### src/hdl/avcbw_pkg.sv
// shared constants and types of the container block walker
// no dependencies
package avcbw_pkg;

  localparam int unsigned OffsetBitsDef = 40;
  localparam int unsigned QueueDepthDef = 2;

  localparam int unsigned CfgIdxW  = 8;
  localparam int unsigned CfgDataW = 40;
  localparam int unsigned WordW    = 32;
  localparam int unsigned FmtW     = 16;
  localparam int unsigned TrackW   = 8;
  localparam int unsigned CountW   = 33;
  localparam int unsigned ProdW    = WordW + TrackW;

  localparam int unsigned GroupHdrLen = 'h14;
  localparam int unsigned FrameHdrLen = 'h08;
  localparam int unsigned AudioSkip   = 'h08 + 'h04;
  localparam int unsigned AudioHdrLen = 'h04;

  localparam int unsigned DivSteps = WordW;
  localparam int unsigned DivCntW  = $clog2(DivSteps);

  localparam logic [CfgIdxW-1:0] CfgFileSize    = CfgIdxW'(0);
  localparam logic [CfgIdxW-1:0] CfgTrackCount  = CfgIdxW'(1);
  localparam logic [CfgIdxW-1:0] CfgTrackSelect = CfgIdxW'(2);
  localparam logic [CfgIdxW-1:0] CfgHalve       = CfgIdxW'(3);

  typedef struct packed {
    logic audio;
    logic at_end;
  } avcbw_flags_t;

  localparam int unsigned FlagsW = $bits(avcbw_flags_t);

  typedef enum logic [1:0] {
    BK_IDLE,
    BK_DIV,
    BK_MUL,
    BK_OUT
  } avcbw_bk_state_e;

endpackage

### src/hdl/avcbw_fifo.sv
// small register queue between the front and back parts
// depends on avcbw_pkg
module avcbw_fifo import avcbw_pkg::*; #(
  parameter int unsigned WIDTH = 8,
  parameter int unsigned DEPTH = QueueDepthDef
) (
  input  logic             clk_i,
  input  logic             rst_ni,
  input  logic             push_i,
  input  logic [WIDTH-1:0] wdata_i,
  input  logic             pop_i,
  output logic [WIDTH-1:0] rdata_o,
  output logic             full_o,
  output logic             empty_o
);
  localparam int unsigned PtrW = (DEPTH > 1) ? $clog2(DEPTH) : 1;
  localparam int unsigned CntW = $clog2(DEPTH + 1);

  logic [WIDTH-1:0] mem_q [DEPTH];
  logic [PtrW-1:0]  wr_ptr_q, wr_ptr_d, rd_ptr_q, rd_ptr_d;
  logic [CntW-1:0]  cnt_q, cnt_d;

  assign full_o  = (cnt_q == CntW'(DEPTH));
  assign empty_o = (cnt_q == '0);
  assign rdata_o = mem_q[rd_ptr_q];

  always_comb begin
    wr_ptr_d = wr_ptr_q;
    rd_ptr_d = rd_ptr_q;
    cnt_d    = cnt_q;
    if (push_i) begin
      wr_ptr_d = (wr_ptr_q == PtrW'(DEPTH - 1)) ? '0 : wr_ptr_q + PtrW'(1);
    end
    if (pop_i) begin
      rd_ptr_d = (rd_ptr_q == PtrW'(DEPTH - 1)) ? '0 : rd_ptr_q + PtrW'(1);
    end
    if (push_i && !pop_i) begin
      cnt_d = cnt_q + CntW'(1);
    end else if (pop_i && !push_i) begin
      cnt_d = cnt_q - CntW'(1);
    end
  end

  always_ff @(posedge clk_i or negedge rst_ni) begin
    if (!rst_ni) begin
      wr_ptr_q <= '0;
      rd_ptr_q <= '0;
      cnt_q    <= '0;
    end else begin
      wr_ptr_q <= wr_ptr_d;
      rd_ptr_q <= rd_ptr_d;
      cnt_q    <= cnt_d;
    end
  end

  always_ff @(posedge clk_i) begin
    if (push_i) begin
      mem_q[wr_ptr_q] <= wdata_i;
    end
  end

endmodule

### config.mk
export PLATFORM = sky130hd
export DESIGN_NAME = avcbw_fifo
export DESIGN_NICKNAME = d
export VERILOG_FILES = /design/src/hdl/avcbw_pkg.sv /design/src/hdl/avcbw_fifo.sv
export SDC_FILE = /design/constraint.sdc
export NUM_CORES = 1
export LEC_CHECK = 0
export BUFFER_PORTS_ARGS = -buffer_cell sky130_fd_sc_hd__buf_2
export CAP_MARGIN = 25
export CORE_MARGIN = 5
export CORE_UTILIZATION = 52
export DETAILED_ROUTE_END_ITERATION = 16
export GPL_TIMING_DRIVEN = 0
export HOLD_SLACK_MARGIN = 0.02
export PLACE_DENSITY = 0.8
export SYNTH_ARGS = -nofsm -noshare
export SYNTH_HDL_FRONTEND = slang
export SYNTH_SLANG_ARGS = --single-unit
### constraint.sdc
create_clock -name clk_i -period 3.08 [get_ports clk_i]
set_input_delay 0.308 -clock clk_i [delete_from_list [all_inputs] [get_ports clk_i]]
set_output_delay 0.308 -clock clk_i [all_outputs]
set_load 0.05 [all_outputs]
Yosys cells after proc, flatten, opt, wreduce, memory -nomap -nowiden
Memories as Yosys holds them, arrays and structs flattened.
Cells that the tools add are included.
{ "op_classes": {"add_sub_neg": 4, "n_eq_ne": 1, "mux": 6, "n_reduce_logical": 6} }
{ "op_table": {"columns": ["operator", "count"], "rows": [
  ["$mux 1", 4],
  ["$mux 2", 2],
  ["$add 1x1->1 const B", 2],
  ["$add 2x1->2 const B", 1],
  ["$eq 2x2->1 const B", 1],
  ["$logic_and 1x1->1", 2],
  ["$logic_not 1->1", 2],
  ["$logic_not 2->1", 1],
  ["$reduce_bool 2->1", 1],
  ["$sub 2x1->2 const B", 1]
]} }
{ "word_totals": {"register_bits": 4, "mem_bits_rw": 16, "elab_cells": 21, "n_memories": 1} }
{ "mem_list": {"columns": ["memory", "words", "width", "read_ports", "rd_ports_with_merged_regs", "wr", "line", "source"], "rows": [
  ["mem_q", 2, 8, 1, 0, 1, "avcbw_fifo.sv:19", "logic [WIDTH-1:0] mem_q [DEPTH];"]
]} }

Longest topological paths before layout
{ "depth": {"word_depth": 4, "depth_mapped": 5, "ltp_nobuf": 5} }

Worst setup path before layout
OpenSTA, ideal clock, no wires.
{ "synth_path": {"path_kind": "reg2out", "start": "reg cnt_q[0]", "end": "out empty_o", "arrival_time_ns": 1.055, "setup_slack_ns": 1.717, "stages_incl_launch_ff": 2, "n_path_buf": 0, "path_cell_list": "dfrtp_1 nor2_1"} }
{ "synth_between": {"elab_chain_cells": 1} }
{ "synth_rtl": {"columns": ["element", "line", "source"], "rows": [
  ["from (decl)", "avcbw_fifo.sv:21", "logic [CntW-1:0] cnt_q, cnt_d;"],
  ["from (signal assigned)", "avcbw_fifo.sv:52", "cnt_q <= cnt_d;"],
  ["$logic_not 2->1", "avcbw_fifo.sv:24", "assign empty_o = (cnt_q == '0);"],
  ["to (decl)", "avcbw_fifo.sv:14", "output logic empty_o"]
]} }
Every way passes these cells.

Worst setup path after layout
{ "layout_path": {"start": "reg rd_ptr_q", "end": "out rdata_o[7]"} }
{ "layout_between": {"elab_chain_cells": 1} }
{ "layout_rtl": {"columns": ["element", "line", "source"], "rows": [
  ["from (decl)", "avcbw_fifo.sv:20", "logic [PtrW-1:0] wr_ptr_q, wr_ptr_d, rd_ptr_q, rd_ptr_d;"],
  ["from (signal assigned)", "avcbw_fifo.sv:51", "rd_ptr_q <= rd_ptr_d;"],
  ["$mem_v2 2x8", null, null],
  ["to (decl)", "avcbw_fifo.sv:12", "output logic [WIDTH-1:0] rdata_o,"]
]} }
Every way passes these cells.

==> metrics.md <==
| Metric | Value |
|---|---|
| Outcome | `completed` |
| Hold Path Origin | `wdata_i[6]` |
| Syn_area_per_cell | `18.80 µm²` |
| Switch Pwr | `0.4108 mW` |
| Fmax | `605.0 MHz` |
| Kind of critical path | `flip-flop to output port` |
| Pre-CTS WS | `1.659 ns` |
| Slew @ Worst Pin | `0.6934 ns` |
| Reg-to-reg slack, setup | `between 1.5 and 2 ns` |
| Synth cell types | `12` |
| Fin crit share | `53.67%` |
| Max VDD drop | `551.1 µV` |
| Worst r2r src | `wr_ptr_q$_DFFE_PN0P_` |
| Largest net degree at the start of global routing | `12` |
| Synth warn | `0` |
| Post-Synth Simple-Gate Area | `3.734%` |
| Cell row count | `13` |
| PD cells | `between 1000 and 1500 nW/µm²` |
| CP max-delay cell | `dfrtp_1` |
| Remaining global-route overflow | `0` |
| Largest delay contributor family on the critical path | `flip-flops` |
| Synthesized flop and latch total | `20` |
| Pint | `between 0.5 and 0.6 mW` |
| Mapped Nets | `54` |
| CTS clock-pin slew for the worst setup and hold paths | `between 0.1 and 0.15 ns` |
| Register area share after synthesis | `between 70% and 80%` |
| Met2 Usage GRT | `~17%` |
| DRC errors left | `0` |
| HP Class | `input pin to flip-flop` |
| CTS tree | `yes` |
| Mux contribution to synthesized area | `about an eighth` |
| Fin area | `940.9 µm²` |
| CORE AREA | `about 1400 µm²` |
| Comb pwr share | `around 44%` |
| CTS root buffer | `clkbuf_4` |
| Via count of the routed design | `420` |
| Synth Area in Adders | `1.623%` |
| I/O pins | `22` |
| Routing usage on met3 | `5.199%` |
| R2R Path End | `mem_q[0][3]$_DFFE_PP_` |
| Hold Path End | `mem_q[1][6]$_DFFE_PP_` |
| Worst-skew pair later-pin latency | `0.30 ns` |
| Input/output buffers | `21` |
| Filler instances | `87` |
| Register area | `580.6 µm²` |
| Data required, critical path | `2.77 ns` |
| Compound-Gate Fraction of Synth Area | `0%` |
| Starting density of the core | `57.09%` |
| DR WL/cell | `14.80 µm` |
| Routed WL | `around 1200 µm` |
| DP Area | `894.6 µm²` |
| Vias/cell | `5.122` |
| Period minus WS final | `approximately 1.7 ns` |
| Leakage | `between 0.3 and 0.4 nW` |
| Die X | `just under 50 µm` |
| Worst path bufs/invs | `2` |
| Placer Congestion | `0.6711` |
| Antenna Nets Post-Route | `0` |
| FF-to-FF path depth | `1` |
| Worst-path cell chain | `buf_6 > mux2_2 > buf_2` |
| Initial antenna violation count | `0` |
| Clock Power Share | `15.2%` |
| Ant. Diodes | `0` |
| CTS Buffer Depth | `2` |
| Most crowded layer after global routing | `met2` |
| GRT met1 Usage | `13.37%` |
| Setup violators final | `0` |
| Die H | `a little under 50 µm` |
| Drt pass-1 iters | `4` |
| Area Overhead vs Synth | `22.08%` |
| H-tree levels | `1` |
| Setup crit start kind | `flip-flop` |
| Synth Area in XOR/XNOR | `5.682%` |
| Clock buffer count from CTS | `3` |
| CP Capture Type | `output port` |
| Mapped Cells | `41` |
| CTS-repair resized insts | `0` |
| Commonest non-fill, non-tap cell in the layout | `buf_2` |
| Post-Syn Area | `770.7 µm²` |
| Area of the multi-input gates | `175.2 µm²` |
| CTS Sinks | `20` |
| Sequential share of power | `between 40% and 50%` |
| Sw Share | `a little over two fifths` |
| Crit-path max cell delay | `approximately 0.36 ns` |
| Die ar. | `2352 µm²` |
| Largest family of logic cells by synthesized area | `multiplexers` |
| CP Max Fanout | `9` |
| TNS Setup | `0 ns` |
| Slew Viols, Final | `0` |
| Commonest cells after routing, fill and taps aside | `21 x buf_2, 16 x edfxtp_1, 8 x mux2_2` |
| Clock Skew | `0.001257 ns` |
| Pwr Total | `0.9833 mW` |
| Vias in the first global route | `between 400 and 500` |
| Hold path depth | `1` |
| First-pass GRT wire length | `2042 µm` |
| Initial DRC Count | `4` |
| Share of layout cells above drive strength 1 | `between 50% and 60%` |
| Critical Path AT | `1.34 ns` |
| Max Cap Violations | `0` |
| GR Util All Layers | `11.33%` |
| Critical path depth in cells | `3` |
| Hpwl dp | `approximately 900 µm` |
| Worst slew margin | `a little over half` |
| Final net count | `81` |
| Unrepaired setup endpoints after global routing | `no` |
| Final Hold Fails | `0` |
| Final Worst Setup Slack | `1.427 ns` |
==> timing repair <==
item / CTS / global route
hold buffers: 1 / 0
hold endpoints to repair: 4 / 0
setup endpoints to repair: 0 / 0
setup buffers: 0 / 0
==> state kept, by name (all words and copies together), names as in the netlist <==
signal,cells
mem_q,16
wr_ptr_q,1
rd_ptr_q,1
cnt_q,2
==> synthesized netlist by cell type <==
| cell type | count | area share, % |
|---|---|---|
| buf_6 | 1 | 1.5 |
| nor2_1 | 2 | 0.97 |
| mux2_2 | 8 | 12 |
| ha_1 | 1 | 1.6 |
| nor2b_1 | 1 | 0.81 |
| dfrtp_1 | 4 | 13 |
| edfxtp_1 | 16 | 62 |
| and2b_2 | 1 | 1.1 |
| and2_1 | 1 | 0.81 |
| xor2_1 | 4 | 4.5 |
| xnor2_1 | 1 | 1.1 |
| inv_1 | 1 | 0.49 |
==> through the flow <==
stage	instances	hold WS [ns]	utilization, %
finish	82	0.1908	69.69
global route	82	0.1750	69.69
CTS	82	0.1828	69.69
detailed placement	77	0.1181	66.27
global placement	77	0.1161	66.27
floorplan	41	0.01241	-
==> cell families after synthesis <==
kind of cell	after synthesis
flip-flops	20
multiplexers	8
XOR/XNOR	5
AND/OR/NAND/NOR	5
buffers and inverters	2
adder cells (fa/ha/maj)	1
==> layer usage <==
| metal | up-vias | wire length [µm] |
|---|---|---|
| li1 | 200 | - |
| met1 | 200 | 448 |
| met2 | 18 | 625 |
| met3 | 2 | 132 |
| met4 | 0 | 9 |
| met5 | - | 0 |
==> worst max path at each step <==
stage	from	slack [ns]	end
floorplan	cnt_q[0]$_DFFE_PN0P_	1.72	empty_o
global placement	push_i	1.69	mem_q[0][4]$_DFFE_PP_
detailed placement	push_i	1.66	mem_q[0][7]$_DFFE_PP_
CTS	rd_ptr_q$_DFFE_PN0P_	1.41	rdata_o[0]
global route	rd_ptr_q$_DFFE_PN0P_	1.33	rdata_o[0]
finish	rd_ptr_q$_DFFE_PN0P_	1.43	rdata_o[7]
==> cell type report <==
cell class | count | area share [%]
sequential | 20 | 61.70
timing repair buffer | 22 | 12.23
multi-input combinational | 19 | 18.62
inverter | 1 | 0.3989
clock buffer | 4 | 3.856
tap | 15 | 1.995
buffer | 1 | 1.197
==> power groups by stage <==
stage / logic, mW / registers (mW) / clock network (mW)
global route: 0.459 / 0.410 / 0.166
detailed placement: 0.439 / 0.407 / 0
CTS: 0.440 / 0.401 / 0.152
floorplan: 0.356 / 0.397 / 0
finish: 0.433 / 0.401 / 0.149
global placement: 0.433 / 0.402 / 0
Note: power is estimated with default switching activity, not from simulation.
