**config.mk**
```make
export PLATFORM = sky130hd
export DESIGN_NAME = avcbw_front_flat
export DESIGN_NICKNAME = d
export VERILOG_FILES = /design/src/hdl/avcbw_pkg.sv /design/src/hdl/avcbw_if.sv /design/src/hdl/avcbw_front.sv /design/src/flat_wrapper.sv
export SDC_FILE = /design/constraint.sdc
export NUM_CORES = 1
export LEC_CHECK = 0
export ABC_AREA = 1
export BUFFER_PORTS_ARGS = -buffer_cell sky130_fd_sc_hd__clkbuf_2
export CORE_ASPECT_RATIO = 1.5
export CORE_MARGIN = 4
export CORE_UTILIZATION = 60
export CTS_BUF_LIST = sky130_fd_sc_hd__clkbuf_4 sky130_fd_sc_hd__clkbuf_8
export DETAILED_ROUTE_END_ITERATION = 10
export PLACE_DENSITY = 0.94
export REMOVE_ABC_BUFFERS = 1
export SETUP_SLACK_MARGIN = 0.2
export SYNTH_ARGS = -nofsm -noshare
export SYNTH_HDL_FRONTEND = slang
export SYNTH_SLANG_ARGS = --single-unit
```
**constraint.sdc**
```tcl
create_clock -name clk_i -period 8.58 [get_ports clk_i]
set_input_delay 1.716 -clock clk_i [delete_from_list [all_inputs] [get_ports clk_i]]
set_output_delay 1.716 -clock clk_i [all_outputs]
set_load 0.02 [all_outputs]
```
**src/hdl/avcbw_pkg.sv**
```systemverilog
// shared constants and types of the container block walker
// no dependencies
package avcbw_pkg;

  localparam int unsigned OffsetBitsDef = 40;
  localparam int unsigned QueueDepthDef = 2;

  localparam int unsigned CfgIdxW  = 8;
  localparam int unsigned CfgDataW = 40;
  localparam int unsigned WordW    = 32;
  localparam int unsigned FmtW     = 16;
  localparam int unsigned TrackW   = 8;
  localparam int unsigned CountW   = 33;
  localparam int unsigned ProdW    = WordW + TrackW;

  localparam int unsigned GroupHdrLen = 'h14;
  localparam int unsigned FrameHdrLen = 'h08;
  localparam int unsigned AudioSkip   = 'h08 + 'h04;
  localparam int unsigned AudioHdrLen = 'h04;

  localparam int unsigned DivSteps = WordW;
  localparam int unsigned DivCntW  = $clog2(DivSteps);

  localparam logic [CfgIdxW-1:0] CfgFileSize    = CfgIdxW'(0);
  localparam logic [CfgIdxW-1:0] CfgTrackCount  = CfgIdxW'(1);
  localparam logic [CfgIdxW-1:0] CfgTrackSelect = CfgIdxW'(2);
  localparam logic [CfgIdxW-1:0] CfgHalve       = CfgIdxW'(3);

  typedef struct packed {
    logic audio;
    logic at_end;
  } avcbw_flags_t;

  localparam int unsigned FlagsW = $bits(avcbw_flags_t);

  typedef enum logic [1:0] {
    BK_IDLE,
    BK_DIV,
    BK_MUL,
    BK_OUT
  } avcbw_bk_state_e;

endpackage

```
**src/hdl/avcbw_if.sv**
```systemverilog
// valid/ready channel interfaces: block request in, result out, register write
// depends on avcbw_pkg
interface avcbw_in_if import avcbw_pkg::*; #(
  parameter int unsigned OFFSET_BITS = OffsetBitsDef
);
  logic                   valid;
  logic                   ready;
  logic [OFFSET_BITS-1:0] blk_pos;
  logic [WordW-1:0]       type_format_word;
  logic [WordW-1:0]       size_word;
  logic [WordW-1:0]       samples_word;

  modport source (output valid, blk_pos, type_format_word, size_word, samples_word,
                  input ready);
  modport sink (input valid, blk_pos, type_format_word, size_word, samples_word,
                output ready);
endinterface


```
**src/hdl/avcbw_front.sv**
```systemverilog
// front part: takes block requests, tracks the group byte count, classifies
// each block and settles offsets and end of file; depends on avcbw_pkg, avcbw_if
module avcbw_front import avcbw_pkg::*; #(
  parameter int unsigned OFFSET_BITS = OffsetBitsDef
) (
  input  logic                   clk_i,
  input  logic                   rst_ni,
  avcbw_in_if.sink               blk_i,
  input  logic [CfgDataW-1:0]    file_size_i,
  input  logic                   halve_i,
  input  logic                   q_full_i,
  output logic                   push_o,
  output logic [OFFSET_BITS-1:0] cur_o,
  output logic [OFFSET_BITS-1:0] nxt_o,
  output logic [OFFSET_BITS-1:0] base_o,
  output logic [WordW-1:0]       samples_o,
  output logic [FmtW-1:0]        fmt_o,
  output logic [WordW-1:0]       abytes_o,
  output avcbw_flags_t           flags_o
);
  localparam int unsigned CmpW = (OFFSET_BITS > CountW) ? OFFSET_BITS : CountW;

  logic [CountW-1:0]      gbl_q, gbl_d;
  logic                   is_hdr, audio, at_end;
  logic [CountW-1:0]      blen;
  logic [CountW:0]        cnt_sub;
  logic [CountW-1:0]      cnt_sat;
  logic [OFFSET_BITS-1:0] fsize, boff;
  logic [CmpW-1:0]        room, nxt_sum;
  logic [WordW-1:0]       smp;

  assign blk_i.ready = !q_full_i;
  assign push_o      = blk_i.valid && !q_full_i;

  assign boff   = blk_i.blk_pos;
  assign fsize  = OFFSET_BITS'(file_size_i);
  assign is_hdr = gbl_q[CountW-1] || (gbl_q == '0);
  assign audio  = !is_hdr && (blk_i.type_format_word[WordW-1:FmtW] == '0);
  assign blen   = is_hdr ? CountW'(GroupHdrLen)
                         : CountW'(FrameHdrLen) + CountW'(blk_i.size_word);

  // count minus block length, saturated at the most negative count
  assign cnt_sub = {gbl_q[CountW-1], gbl_q} - {1'b0, blen};
  assign cnt_sat = (cnt_sub[CountW] && !cnt_sub[CountW-1]) ? {1'b1, {(CountW-1){1'b0}}}
                                                           : cnt_sub[CountW-1:0];

  assign room    = CmpW'(fsize - boff);
  assign at_end  = (boff >= fsize) || (CmpW'(blen) > room);
  assign nxt_sum = CmpW'(boff) + CmpW'(blen);
  assign smp     = halve_i ? (blk_i.samples_word >> 1) : blk_i.samples_word;

  always_comb begin
    gbl_d = gbl_q;
    if (push_o) begin
      if (at_end) begin
        gbl_d = '0;
      end else if (is_hdr) begin
        gbl_d = CountW'(blk_i.size_word);
      end else begin
        gbl_d = cnt_sat;
      end
    end
  end

  always_ff @(posedge clk_i or negedge rst_ni) begin
    if (!rst_ni) begin
      gbl_q <= '0;
    end else begin
      gbl_q <= gbl_d;
    end
  end

  assign cur_o          = at_end ? fsize : boff;
  assign nxt_o          = at_end ? fsize : nxt_sum[OFFSET_BITS-1:0];
  assign base_o         = boff;
  assign samples_o      = (audio && !at_end) ? smp : '0;
  assign fmt_o          = audio ? blk_i.type_format_word[FmtW-1:0] : '0;
  assign abytes_o       = blk_i.size_word - WordW'(AudioHdrLen);
  assign flags_o.audio  = audio;
  assign flags_o.at_end = at_end;

endmodule

```
**src/flat_wrapper.sv**
```systemverilog
// flat-port wrapper written by rule: the top's interface ports become plain ports
module avcbw_front_flat import avcbw_pkg::*;
#(
  parameter int unsigned OFFSET_BITS = OffsetBitsDef
)
  (clk_i, rst_ni, file_size_i, halve_i, q_full_i, push_o, cur_o, nxt_o, base_o, samples_o, fmt_o, abytes_o, flags_o, blk_i_valid, blk_i_blk_pos, blk_i_type_format_word, blk_i_size_word, blk_i_samples_word, blk_i_ready);
  avcbw_in_if #(.OFFSET_BITS(OFFSET_BITS)) blk_i_i ();
  input  logic clk_i;
  input  logic rst_ni;
  input  logic [CfgDataW-1:0] file_size_i;
  input  logic halve_i;
  input  logic q_full_i;
  output logic push_o;
  output logic [OFFSET_BITS-1:0] cur_o;
  output logic [OFFSET_BITS-1:0] nxt_o;
  output logic [OFFSET_BITS-1:0] base_o;
  output logic [WordW-1:0] samples_o;
  output logic [FmtW-1:0] fmt_o;
  output logic [WordW-1:0] abytes_o;
  output avcbw_flags_t flags_o;
  input wire logic [$bits(blk_i_i.valid)-1:0] blk_i_valid;
  input wire logic [$bits(blk_i_i.blk_pos)-1:0] blk_i_blk_pos;
  input wire logic [$bits(blk_i_i.type_format_word)-1:0] blk_i_type_format_word;
  input wire logic [$bits(blk_i_i.size_word)-1:0] blk_i_size_word;
  input wire logic [$bits(blk_i_i.samples_word)-1:0] blk_i_samples_word;
  output wire logic [$bits(blk_i_i.ready)-1:0] blk_i_ready;
  assign blk_i_i.valid = blk_i_valid;
  assign blk_i_i.blk_pos = blk_i_blk_pos;
  assign blk_i_i.type_format_word = blk_i_type_format_word;
  assign blk_i_i.size_word = blk_i_size_word;
  assign blk_i_i.samples_word = blk_i_samples_word;
  assign blk_i_ready = blk_i_i.ready;
  avcbw_front #(.OFFSET_BITS(OFFSET_BITS)) u_core (.clk_i(clk_i), .rst_ni(rst_ni), .blk_i(blk_i_i), .file_size_i(file_size_i), .halve_i(halve_i), .q_full_i(q_full_i), .push_o(push_o), .cur_o(cur_o), .nxt_o(nxt_o), .base_o(base_o), .samples_o(samples_o), .fmt_o(fmt_o), .abytes_o(abytes_o), .flags_o(flags_o));
endmodule
```
# Word level (Yosys, flattened, before mapping)
# Cells that the tools add are included.
totals:
  reg_bits: 33
  latchBits: 0
  mem_bits_rw: 0
  romBits: 0
  inputBits: 181
  elab_cells: 29
  memories: 0
op_classes:
  n_addsub: 5
  n_mul: 0
  div_mod_pow: 0
  n_lt_le_gt_ge: 2
  n_eq_ne: 0
  shifts: 0
  muxes: 9
  bitwise: 0
  n_reduce_logical: 12
op_table:
  columns: ["operator", "n"]
  rows:
  - ["2-to-1 mux 33 bit", 4]
  - ["2-to-1 mux 40 bit", 2]
  - ["2-to-1 mux 32 bit", 2]
  - ["adder 40 x 33 -> 40 bit", 1]
  - ["greater-or-equal comparator 40 bit", 1]
  - ["> comparator 33 x 40 -> 1 bit", 1]
  - ["subtractor 40 bit", 1]
  - ["subtractor 34 x 33 -> 34 bit", 1]
  - ["adder 4 x 32 -> 33 bit (first input constant)", 1]
  - ["logical NOT 33 bit", 1]
  - ["subtractor 32 x 3 -> 32 bit (second input constant)", 1]
  - ["logical NOT 16 bit", 1]
  - ["2-to-1 mux 16 bit", 1]
  - ["logical AND 1 bit", 4]
  - ["logical NOT 1 bit", 4]
  - ["logical OR 1 bit", 2]

# Longest topological paths before layout
# Gate-level depths: netlist of the first run.
logic_depth:
  depth_word: 9
  depth_mapped: 31
  depth_no_buf: 30

# Least setup slack after synthesis of the first run
# OpenSTA, ideal clock, no wires.
synth_path:
  kind: "input port to output port"
  from: "input file_size_i[0]"
  to: "output cur_o[0]"
  arrival_ns: 5.231
  required_ns: 6.864
  slack_ns: 1.633
  path_stages: 30
  n_path_buf: 2
  path_cell_list: "inv_1 -> ha_1 -> fa_1 -> inv_1 -> nand3_1 -> nand2_1 -> inv_1 -> o21ai_1 -> nand2_1 -> nand2_1 -> a21oi_1 -> o21ai_0 -> a31oi_1 -> xor2_1 -> ha_1 -> nand2_1 -> inv_1 -> nand3_1 -> nor3_1 -> nand2_1 -> nand2_1 -> nand2_1 -> nand2_1 -> nand4_1 -> nor2_1 -> nand2_4 -> buf_6 -> buf_2 -> nand3_1 -> nand2_1"
synth_between:
  elab_chain_len: 4
  elab_cells_between_ends: 5
  cone_classes: "add/sub: 1; order compare: 2; mux: 1; reduce/logical: 1"
synth_rtl:
  columns: ["item", "line_no", "rtl"]
  rows:
  - ["from (decl)", "flat_wrapper.sv:10", "input logic [CfgDataW-1:0] file_size_i;"]
  - ["subtractor 40 bit", "avcbw_front.sv:47", "assign room = CmpW'(fsize - boff);"]
  - ["> comparator 33 x 40 -> 1 bit", "avcbw_front.sv:48", "assign at_end = (boff >= fsize) || (CmpW'(blen) > room);"]
  - ["logical OR 1 bit", "avcbw_front.sv:48", null]
  - ["2-to-1 mux 40 bit (*)", "avcbw_front.sv:73", "assign cur_o = at_end ? fsize : boff;"]
  - ["to (decl)", "flat_wrapper.sv:14", "output logic [OFFSET_BITS-1:0] cur_o;"]
# Every way passes the cells marked *; elsewhere a longest branch is shown, timed or not.

# Worst setup path after layout of the first run
layout_path:
  from: "input blk_i_blk_pos[0]"
  to: "output nxt_o[7]"
layout_between:
  elab_chain_len: 4
  elab_cells_between_ends: 6
  cone_classes: "add/sub: 2; order compare: 2; mux: 1; reduce/logical: 1"
layout_rtl:
  columns: ["item", "line_no", "rtl"]
  rows:
  - ["from (decl)", "flat_wrapper.sv:22", "input wire logic [$bits(blk_i_i.blk_pos)-1:0] blk_i_blk_pos;"]
  - ["subtractor 40 bit", "avcbw_front.sv:47", null]
  - ["> comparator 33 x 40 -> 1 bit", "avcbw_front.sv:48", null]
  - ["logical OR 1 bit", "avcbw_front.sv:48", null]
  - ["2-to-1 mux 40 bit (*)", "avcbw_front.sv:74", "assign nxt_o = at_end ? fsize : nxt_sum[OFFSET_BITS-1:0];"]
  - ["to (decl)", "flat_wrapper.sv:15", "output logic [OFFSET_BITS-1:0] nxt_o;"]
# Marked as above.

==> flow_summary.yaml, run 1 <==
run_status:
  status: "finished with violations"
  violations: "design-rule violations"
timing:
  fin_setup_tns_ps: 0
  fmax_mhz: 123
  finalWorstSetupSlack_ps: 460
  rsz0062_at_grt: "false"
  maxSlewViolCount: 0
  fin_crit_sh_pct: 94.6
  slew_headroom_pct: 20.2
  fin_worst_skew_ps: 29.4
  period_minus_slack_ps: 8120
  tightest_slew_ps: 1200
  hold_violations: 0
  setup_viol: 0
placement:
  io_buffers: 384
  place.gp.congestion: 1.11
  pre_cts_slack_ps: 314
  dp_hpwl_um: 52100
logic_synthesis:
  yosys_warnings: 0
  syn_avg_cell_area_um2: 5.33
  ys_seq_area_share_pct: 6.00
  synth_edf_count: 0
  async_flop_share_pct: 100
  synth_top_flop_cell: "dfrtp_1"
  synth_top_cell_by_area: "nand2_1"
  syn_area_um2: 13800
  ys_ff_latch: 33
  synth_area_leaders: "nand2_1, ha_1, inv_1"
  yosysUniqueCellTypes: 52
  synth_top_area_share_pct: 22.2
  syn_inst: 2582
clocking:
  cts_tree: "done"
  clk_pin_slew_ps: 80
  clock_tree.root_cell: "clkbuf_8"
  hold_buffers: 0
  post_cts_buffers: 0
  numCtsBuffers: 5
  cts_sinks: 33
  post_cts_resized: 0
  clk_latency_ps: 330
  htree_levels: 2
  cts_buffer_depth: 2
floorplan:
  die_area_um2: 25500
  start_util_pct: 61.2
  rows: 67
  die_w_um: 132
  ios: 385
  die_h_um: 193
  core_region_area_um2: 22500
power_and_ir_drop:
  irDropWorstVdd_mv: 0.137
  switching_share_pct: 64.0
  clock_power_share_pct: 3.8
  p_switching_mw: 2.26
  combPwrFrac_pct: 87.9
  power_frac_seq_pct: 8.3
  powerDensity_nw_per_um2: 227
  p_leak_nw: 9.37
  power.internal_mw: 1.28
route:
  post_drt_wl_per_cell_um: 20.2
  via_count: 19400
  drc: 1
  drt_iter0_drc: 2378
  antenna_left: 0
  drt_pass1_iterations: 11
  wl_um: 63800
  routed_via_density: 6.16
worst_setup_path:
  critPathLaunchType: "primary input"
  arrival_ps: 6400
  slowest_delay_ps: 420
  cp_max_fo: 20
  crit_top_cell: "nand2_1"
  path_buf_inv: 6
  cp-end-kind: "primary output"
  crit_type: "primary input to primary output"
  critPathRequiredTime_ps: 6860
  crit_family: "simple AND/OR/NAND/NOR gates"
  crit_slowest_cell: "fa_1"
run:
  cap_violations: 0
hold_path:
  hold_path.class: "register to register"
grt:
  grt_max_degree: 67
  grt.total_usage_pct: 47.4
  grt_overflow: 0
  grt_pass1_wl_um: 97200
  antenna_found_initial: 0
  grt_pass1_vias: 18500
cells_and_area:
  largest-register: "u_core.gbl_q"
  largest_register_ffs: 33
  multi_input_area_um2: 10900
  reg.largest.list: "u_core.gbl_q x33"
  regArea_um2: 826
  drive_gt1_share_pct: 15.6
  finalNetCount: 3204
  fillers: 2182
  num_antenna_cells: 0
  area_growth_pct: 13.3
-- cell usage after synthesis, drive strengths merged, types with 33 or more instances --
library cell,n
a21oi,132
buf,81
dfrtp,33
ha,143
inv,372
nand2,817
nand3,182
nand4,74
nor2,312
nor3,39
nor4,35
o21ai,124
xnor2,35
xor2,68
-- layer usage --
layer / vias up / wire length (µm) / GRT usage (%)
li1: 8914 / - / -
met3: 475 / 7070 / 8.68
met2: 1510 / 28700 / 79.0
met5: - / 0 / 0
met4: 0 / 7020 / 41.0
met1: 8526 / 21100 / 51.4
-- power by group through the flow --
stage               combinational (mW)  sequential (mW)  clock (mW)
global placement                  2.89            0.290           0
floorplan                         2.06            0.266           0
global route                      3.38            0.298       0.141
CTS                               2.96            0.289       0.131
finish                            3.11            0.295       0.134
detailed placement                2.95            0.289           0
-- kinds of logic (layout without fill, tap and decap cells) --
family	Yosys count	after routing	share of synthesized area, %
AND/OR/NAND/NOR	1483	1483	45.6
XOR/XNOR	103	103	6.56
AO/OA/AOI/OAI	332	332	13.5
multiplexers	1	1	0.0728
buffers and inverters	484	780	14.8
flip-flops	33	33	6.00
adder cells (fa/ha/maj)	146	146	13.4
-- final timing paths --
| kind | from | to | slack, ps | cells after the start |
|---|---|---|---|---|
| worst max-delay path | blk_i_blk_pos[0] | nxt_o[7] | 460 | 31 |
| worst min-delay path | u_core.gbl_q[27] | u_core.gbl_q[27] | 530 | 2 |
| worst max register to register | u_core.gbl_q[25] | u_core.gbl_q[21] | 3290 | 24 |
| worst min register to register | u_core.gbl_q[27] | u_core.gbl_q[27] | 530 | 2 |
| max in group asynchronous | rst_ni | u_core.gbl_q[17] | 6410 | 1 |
| min in group asynchronous | rst_ni | u_core.gbl_q[4] | 1520 | 1 |
-- layout by cell type, fill, tap and decap left out, drive strengths merged --
cell        n
xnor2      35
nand2     817
a21o       15
clkinvlp    1
nor3       39
nor3b       2
o21a        4
buf        13
nand3     182
a22oi       2
nor4       35
o22ai       1
nor2      312
o21bai     18
o221ai      1
inv       371
a211oi      1
or2         6
clkbuf    389
xor2       68
o211ai      2
a221oi      2
ha        143
a31oi      21
a21boi      6
mux2i       1
a31o        2
and3        5
clkinv      6
o21ai     124
dfrtp      33
nand4      74
fa          3
o2111ai     1
and2        2
a21oi     132
nand3b      9
-- layout make-up --
type | instances | share of cell area [%]
Clock inverter | 3 | 0.112
Timing Repair Buffer | 397 | 13.0
Multi-Input combinational cell | 2065 | 69.9
Sequential cell | 33 | 5.30
Clock buffer | 5 | 0.441
Tap cell | 276 | 2.22
Inverter | 375 | 9.04
-- tightest hold or removal path: cells and delay by family, from the launching register on --
family / cells / cell delay, ps
flip-flops: 1 / 380
AND/OR/NAND/NOR: 2 / 120
-- metrics by stage --
step / utilization (%) / total power [mW] / cell area (µm²) / hold WS (ps) / cells
after floorplan: - / 2.33 / 13100 / 471 / 2473
after global placement: 69.0 / 3.18 / 15500 / 500 / 3146
after detailed placement: 69.0 / 3.24 / 15500 / 512 / 3146
after CTS: 69.4 / 3.38 / 15600 / 532 / 3154
after global routing: 69.4 / 3.82 / 15600 / 549 / 3154
final: 69.4 / 3.54 / 15600 / 532 / 3154
Power figures use the tool's default switching activity.
==> run 2, diff against run 1 <==
==> constraint.sdc (replaced) <==
create_clock -name clk_i -period 8.58 [get_ports clk_i]
set_input_delay 0.429 -clock clk_i [delete_from_list [all_inputs] [get_ports clk_i]]
set_output_delay 0.429 -clock clk_i [all_outputs]
set_load 0.02 [all_outputs]
==> flow_summary.yaml, run 2 (synthesis results as in run 1) <==
run_status:
  status: "finished, final reports clean"
worst_setup_path:
  crit_cells: 20
  slowest_delay_ps: 920
  cp-end-kind: "primary output"
  critPathRequiredTime_ps: 8150
  reg2reg_depth: 19
  path_buf_inv: 5
  crit_slowest_cell: "nor4_1"
  cp_max_fo: 21
  arrival_ps: 6320
  crit_family: "simple AND/OR/NAND/NOR gates"
  crit_type: "register to primary output"
  r2r_setup_slack_ps: 3010
  path_cells: "nor4_1 > nand4_1 > nor2_1 > nor2_2 > inv_1 > buf_4 > a21oi_1 > nand2_1 > inv_1 > ha_1 > nand2_1 > nor2_1 > inv_1 > nor4_1 > nand3_1 > nand3_1 > xor2_1 > nand3_1 > nand2_1 > clkbuf_2"
  critPathLaunchType: "register"
timing:
  hold_violations: 0
  rsz0062_at_grt: "false"
  fin_crit_sh_pct: 78.6
  fin_setup_tns_ps: 0
  fmax_mhz: 148
  finalWorstSetupSlack_ps: 1840
  fin_worst_skew_ps: 14.4
  period_minus_slack_ps: 6740
  tightest_slew_ps: 1300
  setup_viol: 0
  slew_headroom_pct: 13.1
  maxSlewViolCount: 0
cells_and_area:
  largest-register: "u_core.gbl_q"
  fin_util_pct: 69.3
  largest_register_ffs: 33
  design_area_um2: 15600
  layout_commonest_cell: "nand2_1"
  area_growth_pct: 13.2
  multi_input_area_um2: 10900
  fillers: 2135
  reg.largest.list: "u_core.gbl_q x33"
  regArea_um2: 826
  drive_gt1_share_pct: 15.5
  finalNetCount: 3198
  mostFrequentLayoutCells: "nand2_1, clkbuf_2, inv_1"
clocking:
  cts_sinks: 33
  post_cts_buffers: 0
  hold_buffers: 0
  htree_levels: 2
  clk_latency_ps: 330
  cts_buffer_depth: 2
  cts_tree: "done"
  post_cts_resized: 0
  clk_pin_slew_ps: 90
  numCtsBuffers: 5
  clock_tree.root_cell: "clkbuf_8"
floorplan:
  die_area_um2: 25500
  start_util_pct: 61.2
  die_w_um: 132
  ios: 385
  die_h_um: 193
  core_region_area_um2: 22500
  rows: 67
placement:
  dpl_cell_area_um2: 15400
  io_buffers: 384
  place.gp.congestion: 1.10
  dp_hpwl_um: 50200
  pre_cts_slack_ps: 2340
power_and_ir_drop:
  p_switching_mw: 2.23
  combPwrFrac_pct: 86.8
  powerDensity_nw_per_um2: 228
  p_total_mw: 3.55
  switching_share_pct: 62.9
  clock_power_share_pct: 5.0
  power.internal_mw: 1.31
  power_frac_seq_pct: 8.2
  p_leak_nw: 9.36
  irDropWorstVdd_mv: 0.136
route:
  drt_pass1_iterations: 9
  post_drt_wl_per_cell_um: 19.5
  via_count: 19200
  drt_iter0_drc: 2074
  wl_um: 61500
  routed_via_density: 6.09
  antenna_left: 0
  drc: 0
grt:
  grt_max_degree: 87
  grt.total_usage_pct: 45.4
  grt_overflow: 0
  grt_pass1_vias: 18400
  grt_pass1_wl_um: 93600
  antenna_found_initial: 0
hold_path:
  hold_path.class: "primary input to async pin"
run:
  cap_violations: 0
==> run 2: final cells by class <==
class	count	area share [%]
clock buffer	7	0.579
multi-input combinational	2065	70.0
antenna	1	0.0161
timing repair buffer	391	12.7
clock inverter	1	0.193
tap	276	2.22
sequential	33	5.30
inverter	375	9.05
==> run 2: path summary, 6_finish.rpt <==
check,start,endpoint
setup / recovery,u_core.gbl_q[28],nxt_o[36]
hold / removal,rst_ni,u_core.gbl_q[8]
setup reg to reg,u_core.gbl_q[28],u_core.gbl_q[21]
hold reg to reg,u_core.gbl_q[24],u_core.gbl_q[24]
max in group asynchronous,rst_ni,u_core.gbl_q[23]
min in group clk_i,blk_i_size_word[1],u_core.gbl_q[1]
==> run 2: routing by layer <==
metal | vias to the layer above | global-route usage (%) | share of wire [%]
met1 | 8410 | 48.5 | 34
met3 | 428 | 9.56 | 11
li1 | 8911 | - | -
met2 | 1441 | 75.9 | 45
met5 | - | 0 | 0
met4 | 0 | 38.3 | 10
==> run 2: power by group through the flow <==
stage / Clock [mW] / Combinational (mW) / Sequential [mW]
floorplan: 0 / 2.06 / 0.266
global placement: 0 / 2.85 / 0.284
detailed placement: 0 / 2.91 / 0.287
CTS: 0.171 / 2.93 / 0.286
global route: 0.182 / 3.35 / 0.295
finish: 0.178 / 3.08 / 0.292
==> run 2: metrics by stage <==
| stage | hold WS (ps) | cells |
|---|---|---|
| 3_3_place_gp | 493 | 3140 |
| 4_1_cts | 289 | 3148 |
| 2_1_floorplan | 133 | 2473 |
| 5_1_grt | 312 | 3148 |
| 3_5_place_dp | 498 | 3140 |
| 6_report | 258 | 3149 |
